===== src/hdl/mtso_pkg.sv =====
`timescale 1ns / 1ps
// ----------------------------------------------------------------------------
// mtso_pkg
// Shared constants for the minimum-travel segment order unit.
// ----------------------------------------------------------------------------
package mtso_pkg;
	localparam int MAX_SEG_DEF    = 8;
	localparam int COORD_BITS_DEF = 16;
	localparam int COST_W         = 28;
	localparam int IDX_W          = 3;
	localparam logic [COST_W-1:0] COST_ONES = '1;
endpackage


===== src/hdl/min_travel_segment_order_unit.sv =====
`timescale 1ns / 1ps
// ----------------------------------------------------------------------------
// min_travel_segment_order_unit
// Brute-force open-path ordering of line segments, least total gap first.
// ----------------------------------------------------------------------------
// Sequence: segments load at one per cycle; after the last request the search
//   walks every order of n-1 segments, each order costing (n-1) gaps, each
//   found by abs, square, a 26-step root and accumulate on one shared
//   unit, plus a compare and the pivot, swap and reverse steps to the next order.
// Throughput: one search at a time; results leave one per cycle while m_tready
//   is high, then the unit returns to load.
// Reset: arst_n clears count, final mark, best cost and the state machine.
module min_travel_segment_order_unit (
	input  logic        clk,
	input  logic        arst_n,
	input  logic        s_tvalid,
	output logic        s_tready,
	// tdata: start_x[15:0], start_y[31:16], end_x[47:32], end_y[63:48]
	input  logic [63:0] s_tdata,
	// tuser: is_final
	input  logic        s_tuser,
	input  logic        s_tlast,
	output logic        m_tvalid,
	input  logic        m_tready,
	// tdata: segment_index[2:0], total_cost[30:3], zero fill [31]
	output logic [31:0] m_tdata,
	output logic        m_tlast
);
	import mtso_pkg::*;

	localparam int MAX_SEGMENTS = MAX_SEG_DEF;
	localparam int COORD_BITS   = COORD_BITS_DEF;

	localparam int CW  = COORD_BITS;
	localparam int DW  = CW + 1;
	localparam int SQW = 2 * DW + 1;
	localparam int RW  = SQW / 2 + 9;
	localparam int RMW = RW + 2;
	localparam int STEPS = (SQW + 1) / 2 + 8;
	localparam int SW  = $clog2(STEPS + 1);
	localparam int NW  = $clog2(MAX_SEGMENTS + 1);

	typedef enum logic [3:0] {
		ST_LOAD, ST_INIT, ST_GAP, ST_SQ, ST_ROOT, ST_ACC, ST_CMP,
		ST_NXT_I, ST_NXT_J, ST_REV, ST_OUT
	} state_t;

	state_t state_q;
	logic signed [CW-1:0] sx_q [MAX_SEGMENTS];
	logic signed [CW-1:0] sy_q [MAX_SEGMENTS];
	logic signed [CW-1:0] ex_q [MAX_SEGMENTS];
	logic signed [CW-1:0] ey_q [MAX_SEGMENTS];
	logic [IDX_W-1:0] cur_q  [MAX_SEGMENTS];
	logic [IDX_W-1:0] best_q [MAX_SEGMENTS];
	logic [NW-1:0] count_q;
	logic [IDX_W-1:0] final_q;
	logic [COST_W-1:0] best_cost_q, run_cost_q;
	logic first_q;
	logic [IDX_W-1:0] j_q, i_q, k_q;
	logic [DW-1:0] ax_q, ay_q;
	logic [SQW-1:0] d2_q;
	logic [RW-1:0] root_q;
	logic [RMW-1:0] rem_q;
	logic [SW-1:0] step_q;
	logic mul_sel_q;
	logic [2*DW-1:0] prod_q;

	// load normalize
	logic signed [CW-1:0] in_sx, in_sy, in_ex, in_ey;
	logic swap;
	always_comb begin
		in_sx = s_tdata[CW-1:0];
		in_sy = s_tdata[16+CW-1:16];
		in_ex = s_tdata[32+CW-1:32];
		in_ey = s_tdata[48+CW-1:48];
		swap  = (in_sy < in_ey) || (in_sy == in_ey && in_sx < in_ex);
	end

	assign s_tready = (state_q == ST_LOAD);

	// gap operands
	logic [IDX_W-1:0] fa, ta;
	logic signed [DW-1:0] dx, dy;
	assign fa = cur_q[j_q];
	assign ta = cur_q[j_q + 1'b1];
	assign dx = DW'(ex_q[fa]) - DW'(sx_q[ta]);
	assign dy = DW'(ey_q[fa]) - DW'(sy_q[ta]);

	// shared squarer, x first then y
	logic [DW-1:0] mul_op;
	logic [2*DW-1:0] sq;
	assign mul_op = mul_sel_q ? ay_q : ax_q;
	assign sq = mul_op * mul_op;

	// root step
	logic [1:0] pair;
	logic [RMW-1:0] rem_sh, trial;
	logic [SW-1:0] pi;
	always_comb begin
		pi = SW'(STEPS - 1) - step_q;
		pair = '0;
		if (pi >= SW'(8))
			pair = 2'(d2_q >> (2 * (pi - SW'(8))));
		rem_sh = {rem_q[RMW-3:0], pair};
		trial  = {root_q[RMW-3:0], 2'b01};
	end

	logic [COST_W:0] acc_sum;
	assign acc_sum = {1'b0, run_cost_q} + (COST_W+1)'(root_q);

	logic [NW-1:0] m;   // permuted length n-1
	assign m = count_q - 1'b1;

	always_ff @(posedge clk or negedge arst_n) begin
		if (!arst_n) begin
			state_q <= ST_LOAD;
			count_q <= '0;
			final_q <= '0;
			best_cost_q <= COST_ONES;
			run_cost_q <= '0;
			m_tvalid <= 1'b0;
			first_q <= 1'b0;
		end else begin
			case (state_q)
				ST_LOAD: if (s_tvalid) begin
					if (count_q < NW'(MAX_SEGMENTS)) begin
						sx_q[count_q[IDX_W-1:0]] <= swap ? in_ex : in_sx;
						sy_q[count_q[IDX_W-1:0]] <= swap ? in_ey : in_sy;
						ex_q[count_q[IDX_W-1:0]] <= swap ? in_sx : in_ex;
						ey_q[count_q[IDX_W-1:0]] <= swap ? in_sy : in_ey;
						if (s_tuser)
							final_q <= count_q[IDX_W-1:0];
						count_q <= count_q + 1'b1;
					end
					if (s_tlast)
						state_q <= ST_INIT;
				end
				ST_INIT: begin
					if (NW'(final_q) >= count_q)
						final_q <= '0;
					for (int i = 0; i < MAX_SEGMENTS; i++) begin
						logic [IDX_W-1:0] f;
						f = (NW'(final_q) >= count_q) ? '0 : final_q;
						if (NW'(i) == m)
							cur_q[i] <= f;
						else
							cur_q[i] <= (IDX_W'(i) < f) ? IDX_W'(i) : IDX_W'(i + 1);
					end
					first_q <= 1'b1;
					j_q <= '0;
					run_cost_q <= '0;
					state_q <= (count_q < NW'(2)) ? ST_CMP : ST_GAP;
				end
				ST_GAP: begin
					ax_q <= dx[DW-1] ? DW'(-dx) : DW'(dx);
					ay_q <= dy[DW-1] ? DW'(-dy) : DW'(dy);
					mul_sel_q <= 1'b0;
					state_q <= ST_SQ;
				end
				ST_SQ: begin
					if (!mul_sel_q) begin
						prod_q <= sq;
						mul_sel_q <= 1'b1;
					end else begin
						d2_q <= SQW'(prod_q) + SQW'(sq);
						root_q <= '0;
						rem_q <= '0;
						step_q <= '0;
						state_q <= ST_ROOT;
					end
				end
				ST_ROOT: begin
					if (rem_sh >= trial) begin
						rem_q <= rem_sh - trial;
						root_q <= {root_q[RW-2:0], 1'b1};
					end else begin
						rem_q <= rem_sh;
						root_q <= {root_q[RW-2:0], 1'b0};
					end
					step_q <= step_q + 1'b1;
					if (step_q == SW'(STEPS - 1))
						state_q <= ST_ACC;
				end
				ST_ACC: begin
					run_cost_q <= acc_sum[COST_W] ? COST_ONES : acc_sum[COST_W-1:0];
					j_q <= j_q + 1'b1;
					state_q <= (NW'(j_q) + NW'(2) < count_q) ? ST_GAP : ST_CMP;
				end
				ST_CMP: begin
					if (first_q || run_cost_q < best_cost_q) begin
						best_cost_q <= run_cost_q;
						for (int i = 0; i < MAX_SEGMENTS; i++)
							best_q[i] <= cur_q[i];
					end
					first_q <= 1'b0;
					if (m < NW'(2)) begin
						k_q <= '0;
						state_q <= ST_OUT;
					end else begin
						i_q <= IDX_W'(m - 1'b1);
						state_q <= ST_NXT_I;
					end
				end
				ST_NXT_I: begin
					// find pivot i: cur[i-1] < cur[i]
					if (i_q == '0) begin
						k_q <= '0;
						state_q <= ST_OUT;
					end else if (cur_q[i_q - 1'b1] < cur_q[i_q]) begin
						k_q <= IDX_W'(m - 1'b1);
						state_q <= ST_NXT_J;
					end else begin
						i_q <= i_q - 1'b1;
					end
				end
				ST_NXT_J: begin
					if (cur_q[k_q] > cur_q[i_q - 1'b1]) begin
						cur_q[k_q] <= cur_q[i_q - 1'b1];
						cur_q[i_q - 1'b1] <= cur_q[k_q];
						k_q <= IDX_W'(m - 1'b1);
						state_q <= ST_REV;
					end else begin
						k_q <= k_q - 1'b1;
					end
				end
				ST_REV: begin
					if (i_q < k_q) begin
						cur_q[i_q] <= cur_q[k_q];
						cur_q[k_q] <= cur_q[i_q];
						i_q <= i_q + 1'b1;
						k_q <= k_q - 1'b1;
					end else begin
						j_q <= '0;
						run_cost_q <= '0;
						state_q <= ST_GAP;
					end
				end
				ST_OUT: begin
					if (!m_tvalid || m_tready) begin
						if (m_tvalid && m_tlast) begin
							m_tvalid <= 1'b0;
							count_q <= '0;
							final_q <= '0;
							run_cost_q <= '0;
							best_cost_q <= COST_ONES;
							state_q <= ST_LOAD;
						end else begin
							m_tvalid <= 1'b1;
							m_tdata <= {1'b0, best_cost_q, best_q[k_q]};
							m_tlast <= (NW'(k_q) + 1'b1 == count_q);
							k_q <= k_q + 1'b1;
						end
					end
				end
				default: state_q <= ST_LOAD;
			endcase
		end
	end

`ifndef SYNTHESIS
	a_ready_only_load: assert property (@(posedge clk) disable iff (!arst_n)
		s_tready |-> !m_tvalid) else $error("input ready while results pending");
	a_count_bound: assert property (@(posedge clk) disable iff (!arst_n)
		count_q <= NW'(MAX_SEGMENTS)) else $error("segment count overflow");
	a_out_hold: assert property (@(posedge clk) disable iff (!arst_n)
		m_tvalid && !m_tready |=> $stable(m_tdata) && m_tvalid)
		else $error("result changed under stall");
`endif
endmodule

===== config.mk =====
export PLATFORM = sky130hd
export DESIGN_NAME = min_travel_segment_order_unit
export DESIGN_NICKNAME = d
export VERILOG_FILES = /design/src/hdl/mtso_pkg.sv /design/src/hdl/min_travel_segment_order_unit.sv
export SDC_FILE = /design/constraint.sdc
export NUM_CORES = 2
export LEC_CHECK = 0
export ABC_AREA = 1
export BUFFER_PORTS_ARGS = -buffer_cell sky130_fd_sc_hd__buf_2
export CAP_MARGIN = 20
export CORE_MARGIN = 5
export CORE_UTILIZATION = 45
export DETAILED_ROUTE_END_ITERATION = 10
export GPL_TIMING_DRIVEN = 0
export HOLD_SLACK_MARGIN = 0.06
export SLEW_MARGIN = 20
export SYNTH_ARGS = -nofsm -noshare
export SYNTH_HDL_FRONTEND = slang
export SYNTH_SLANG_ARGS = --single-unit

===== constraint.sdc =====
create_clock -name clk -period 10.9 [get_ports clk]
set_clock_uncertainty 0.2 [all_clocks]
set_input_delay 1.09 -clock clk [delete_from_list [all_inputs] [get_ports clk]]
set_output_delay 1.09 -clock clk [all_outputs]
set_load 0.01 [all_outputs]

; After elaboration in Yosys (flattened, before gate mapping)
; Memories as Yosys holds them, arrays and structs flattened. A register that Yosys moved wholly into a read port is not among the register bits.
; Cells that the tools add are included.
[totals]
n_memories = 6
inputBits = 70
ff_bits = 271
out_inout_bits = 35
mem_bits_rw = 560
[op_classes]
reduce_logical = 57
muxes = 157
n_eq_ne = 38
addsub = 20
n_lt_le_gt_ge = 21
shift = 1
n_mul = 1
n_bitwise = 11
[memory_table]
columns = memory, words, word_bits, read_ports, rd_ports_with_merged_regs, write_ports, line_no
row1 = ex_q, 8, 16, 1, 0, 1, min_travel_segment_order_unit.sv:51  ; logic signed [CW-1:0] ex_q [MAX_SEGMENTS];
row2 = ey_q, 8, 16, 1, 0, 1, min_travel_segment_order_unit.sv:52  ; logic signed [CW-1:0] ey_q [MAX_SEGMENTS];
row3 = sx_q, 8, 16, 1, 0, 1, min_travel_segment_order_unit.sv:49  ; logic signed [CW-1:0] sx_q [MAX_SEGMENTS];
row4 = sy_q, 8, 16, 1, 0, 1, min_travel_segment_order_unit.sv:50  ; logic signed [CW-1:0] sy_q [MAX_SEGMENTS];
row5 = best_q, 8, 3, 1, 1, 8, min_travel_segment_order_unit.sv:54  ; logic [IDX_W-1:0] best_q [MAX_SEGMENTS];
row6 = cur_q, 8, 3, 13, 3, 8, min_travel_segment_order_unit.sv:53  ; logic [IDX_W-1:0] cur_q [MAX_SEGMENTS];
[op_table]
columns = cell, count
row1 = 28-bit two-way mux, 7
row2 = 3-bit two-way mux, 40
row3 = 28-bit one-hot mux with 4 select lines, 1
row4 = 26-bit one-hot mux with 2 select lines, 2
row5 = 16-bit two-way mux, 6
row6 = 26-bit two-way mux, 3
row7 = 1-bit two-way mux, 70
row8 = 28-bit one-hot mux with 2 select lines, 1
row9 = 4-bit two-way mux, 13
row10 = 4-bit one-hot mux with 11 select lines, 1
row11 = 34-bit by 34-bit adder with 35-bit output, 1
row12 = 35-bit by 32-bit >> shifter with 2-bit output, 1
row13 = 17-bit by 17-bit multiplier with 34-bit output, 1
row14 = 17-bit negation, 2
row15 = 16-bit by 16-bit subtractor with 17-bit output, 2
row16 = 16-bit less-than comparator, 2
row17 = 28-bit by 26-bit adder with 29-bit output, 1
row18 = 28-bit greater-or-equal comparator, 1
row19 = 28-bit less-than comparator, 1
row20 = 2-bit inequality test (second input constant), 14
row21 = 3-bit one-hot mux with 3 select lines, 3
row22 = 26-bit subtractor, 1
row23 = 1-bit logical AND, 22
row24 = 17-bit two-way mux, 1
row25 = other kinds (55), 109

; Logic depth before layout (Yosys ltp)
; An unclocked memory read counts as a cell.
[logic_depth]
word_depth = 10
mapped_depth = 39
depth_no_buf = 37

; Worst setup path after synthesis
; OpenSTA, ideal clock, no wires.
[synth_timing]
path_type = register to register
start = register mul_sel_q
end = register d2_q[32] (data pin)
period_less_slack_ns = 7.704
setup_slack_ns = 3.196
path_stages_with_launch = 31
path_buffers = 2
setup_ns = 0.262
arrival_ns = 7.242
required_time_ns = 10.438
path_cell_list = edfxtp_1 > clkbuf_1 > clkbuf_1 > o21ai_1 > clkinv_1 > nand2_1 > fa_1 > fa_1 > fa_1 > inv_1 > fa_1 > fa_1 > inv_1 > fa_1 > inv_1 > ha_1 > a21oi_1 > o21ai_0 > a21oi_1 > o21ai_1 > a21boi_0 > xnor2_1 > ha_1 > nand2_1 > nor2_1 > inv_1 > o221a_2 > nand3_1 > a21o_1 > a21oi_1 > xor2_1
[synth_via]
elab_chain_len = 3
[synth_lines]
columns = item, line_no
row1 = "start, declared", min_travel_segment_order_unit.sv:65  ; logic mul_sel_q;
row2 = "start signal, assigned", min_travel_segment_order_unit.sv:157  ; mul_sel_q <= 1'b0;
row3 = "start signal, assigned", min_travel_segment_order_unit.sv:163  ; mul_sel_q <= 1'b1;
row4 = 17-bit two-way mux, min_travel_segment_order_unit.sv:92  ; assign mul_op = mul_sel_q ? ay_q : ax_q;
row5 = 17-bit by 17-bit multiplier with 34-bit output, min_travel_segment_order_unit.sv:93  ; assign sq = mul_op * mul_op;
row6 = named net sq[22], min_travel_segment_order_unit.sv:91  ; logic [2*DW-1:0] sq;
row7 = 34-bit by 34-bit adder with 35-bit output, min_travel_segment_order_unit.sv:165  ; d2_q <= SQW'(prod_q) + SQW'(sq);
row8 = "end signal, assigned", min_travel_segment_order_unit.sv:165
row9 = "end, declared", min_travel_segment_order_unit.sv:61  ; logic [SQW-1:0] d2_q;
; The timed path passes the listed nets, and every way through them passes these cells.
; A chain may end at the register's enable or synchronous reset.

; Worst setup path after layout
[layout_timing]
start = register mul_sel_q
end = register d2_q[31] (data pin)
; Same word-level chain as after synthesis.

==> results by stage <==
Logic synthesis:
- Counting flops with a built-in enable in the synthesized netlist gives 761.
- The post-synthesis sequential element count is 839.
- The mean area per synthesized cell is 9.65 um2.
- The cell count after synthesis came out at 5351.
- The distinct cell type count after synthesis is 75.
- The number of nets produced by synthesis is 5936.
- For this run, the register share of the synthesized area comes to 0.480.
- Of all flip-flops after synthesis, the portion carrying an async set or reset was 0.0822.
- In the synthesized netlist, the cells that appear most often are edfxtp_1 (761), inv_1 (698), nor2_1 (683), nand2_1 (667), o21ai_0 (582).
- The area share of the largest cell type after synthesis is 0.443.
- Ranked by total cell area, the synthesized netlist is headed by edfxtp_1 (44%), ha_1 (7.8%), fa_1 (7.6%), o21ai_0 (5.6%), inv_1 (5.1%).
- The mapped netlist covers 51600 um2.
- In the post-synthesis netlist, the cell with the most instances is edfxtp_1.
- The most common flop cell mapped by yosys is edfxtp_1.
- The largest area contributor in the synthesized netlist is edfxtp_1.
- During synthesis, Yosys emitted a total of 0 warnings.

Global route:
- The number of antenna violations at the first check in global routing is 11.
- The maximum number of pins on one net before global-route repair is 46.
- For this run, the total global-route usage over all layers was measured as 0.230.
- The number of global-route vias before repair is 38200.
- The remaining global-route overflow is 0.
- The first-pass GRT wire length is 220000 um.

STA:
- At the pin with the least slew margin, the transition time is 1.17 ns.
- The worst path in the final design needs a cycle of 9.91 ns, including I/O delays and setup.
- Setup repair after global routing left no endpoint under its margin.
- Setup total negative slack on the finished layout was measured at 0 ns.
- The final number of setup-violating endpoints is 0.
- Headroom to the max-slew limit came out at 0.213.
- The final hold violation count is 0.
- The number of max-slew violations in the final report came to 0.
- The post-route clock period utilization is 0.910.
- Derived from the worst setup path, the maximum achievable clock frequency is 0.101 GHz.

Setup path:
- Along the worst path, the maximum fanout reaches 10.
- In this run the critical register-to-register path is launched from mul_sel_q$_DFFE_PP_.
- The largest individual stage delay along the critical path comes from the cell o21ai_1.
- The worst setup path category is reg2reg.
- The largest single stage delay on the critical path is 0.92 ns.
- The cell repeated most along the worst path is fa_1.
- Data on the critical path arrives at its endpoint at 10.09 ns.
- The worst setup path is launched from a flop.
- The required time of the worst setup path is 11.07 ns.
- The type of element capturing the critical path is a flop.
- The critical path startpoint is mul_sel_q$_DFFE_PP_.

Clock tree:
- Gates resized during post-CTS repair numbered 0.
- The H-tree was split into 3 levels.
- After clock tree synthesis, the setup repair step added 0 buffers.
- The CTS root buffer is clkbuf_16.
- The number of clock buffers added by TritonCTS is 89.
- The tree built by TritonCTS fans out to 839 sinks.
- Clock-pin slew was measured on the worst setup and hold paths at 0.06 ns.
- The clock insertion delay at the later pin of the skew report is 0.68 ns.
- The maximum clock insertion buffer count is 3.
- The total of hold buffers inserted after clock tree synthesis is 0.
- TritonCTS built the clock tree.

Die:
- The initial utilization of the core area, before any placement, comes to 0.452.
- The number of top-level pins is 105.
- The floorplan step defined a core boundary enclosing 114000 um2.
- The number of cell rows is 124.
- The floorplan step set the die height to 349 um.
- The floorplan die area is 122000 um2.
- From left edge to right edge, the die measures 349 um.

Routing:
- The first-pass iteration count of the detailed router is 6.
- The count of routing violations after the opening detailed-route iteration is 3340.
- The per-cell routed wire length is 19.8 um.
- The routed design has 142000 um of wire.
- The ratio of routed vias to standard cells is 5.46.
- After detailed routing, the number of remaining DRC violations is 0.
- The number of antenna-violating nets in the routed design is 0.
- The total number of vias is 39100.

Run:
- Max-cap violations in this run came to 0.

Hold path:
- The min-delay analysis places its worst path in the category in2async.

Finish:
- In the final layout, the share of cells above drive strength 1 is 0.0804.
- The filler cell count in the final layout is 10600.
- Compared with the post-synthesis result, the final layout area differs by 12.0%.
- The area used by sequential logic in the layout is 24800 um2.
- The net count of the finished layout is 6166.
- The area used by multi-input combinational logic is 23500 um2.

Placed design:
- The count of buffers from port buffering is 103.
- The placed wire-length estimate is 107000 um.
- At the end of routability-driven placement, the weighted congestion stood at 0.923.

Status:
- The flow ran to the end, and the final reports show no timing, DRC or antenna violations.
[cell type report]
| cell class | instances | area share |
|---|---|---|
| sequential | 839 | 0.429 |
| multi-input combinational | 3610 | 0.406 |
| inverter | 720 | 0.0468 |
| clock buffer | 106 | 0.0398 |
| tap | 1512 | 0.0327 |
| timing repair buffer | 139 | 0.0228 |
| buffer | 182 | 0.0131 |
| clock inverter | 51 | 0.00984 |
| antenna | 5 | 0.000216 |
[worst paths after layout]
check	slack, ns	cells after the start	to
worst max-delay path	0.99	30	d2_q[31]$_DFFE_PP_
worst min register to register	0.24	0	best_q[5][2]$_DFFE_PP_
max in group asynchronous	9.67	2	best_cost_q[20]$_DFFE_PN1P_
min in group clk	0.24	0	best_q[5][2]$_DFFE_PP_
worst max register to register	0.99	30	d2_q[31]$_DFFE_PP_
worst min-delay path	0.17	1	final_q[1]$_DFFE_PN0P_
[worst max-delay path: cells and delay by family, from the launching register on]
family,cells,cell delay (ns)
AO/OA/AOI/OAI,11,3.02
XOR/XNOR,2,0.31
adder cells (fa/ha/maj),8,3.74
buffers and inverters,6,1.44
flip-flops,1,0.40
AND/OR/NAND/NOR,3,0.49
[stage by stage]
step	cells	util	hold slack [ns]	setup slack [ns]	cell area [um2]
after global routing	7161	0.507	0.169	0.411	57800
after global placement	6966	0.473	0.233	0.963	54000
final	7164	0.507	0.167	0.986	57900
after detailed placement	7001	0.481	0.234	1.03	55000
after floorplan	5351	-	0.226	3.20	51600
after CTS	7158	0.506	0.139	0.967	57800
[flip-flops by register name (all words and copies together), names as in the netlist, 28 cells and up, named ones only]
name and cells:
ex_q 128, sx_q 128, prod_q 33, sy_q 128, ey_q 128, m_tdata 31
run_cost_q 28, d2_q 35, best_cost_q 28
[layer usage]
| metal | vias up | track usage | wire, um |
|---|---|---|---|
| met5 | - | 0 | 75 |
| li1 | 18800 | - | - |
| met2 | 1246 | 0.382 | 66400 |
| met1 | 18800 | 0.315 | 62000 |
| met3 | 247 | 0.0374 | 9410 |
| met4 | 12 | 0.0650 | 3910 |
[cells by family after synthesis]
logic type / count (synthesis) / synth area share
other: 1 / 0.0000726
multiplexers: 1 / 0.000218
AND/OR/NAND/NOR: 1695 / 0.137
buffers and inverters: 902 / 0.0671
XOR/XNOR: 158 / 0.0271
flip-flops: 839 / 0.480
adder cells (fa/ha/maj): 515 / 0.153
AO/OA/AOI/OAI: 1240 / 0.136
[cells in the final DEF (no fill, tap or decap), drive strengths merged, types with 28 or more instances in the layout]
cell type  Yosys  routed
fa           195     195
nor3          48      48
dfrtp         41      41
buf           54     193
nand2        681     681
nand3        195     195
o221ai        40      40
clkbuf       128     234
dfstp         28      28
o22ai         66      66
edfxtp       761     761
xnor2         43      43
o211ai        36      36
a31oi         57      57
nor2         697     697
o21ai        636     636
xor2         115     115
ha           320     320
a21oi        293     293
inv          716     721
clkinv         4      39
Power is left out: the tool's default activity adds up to more than one toggle a clock period on the data nets, which glitch-free logic cannot reach.
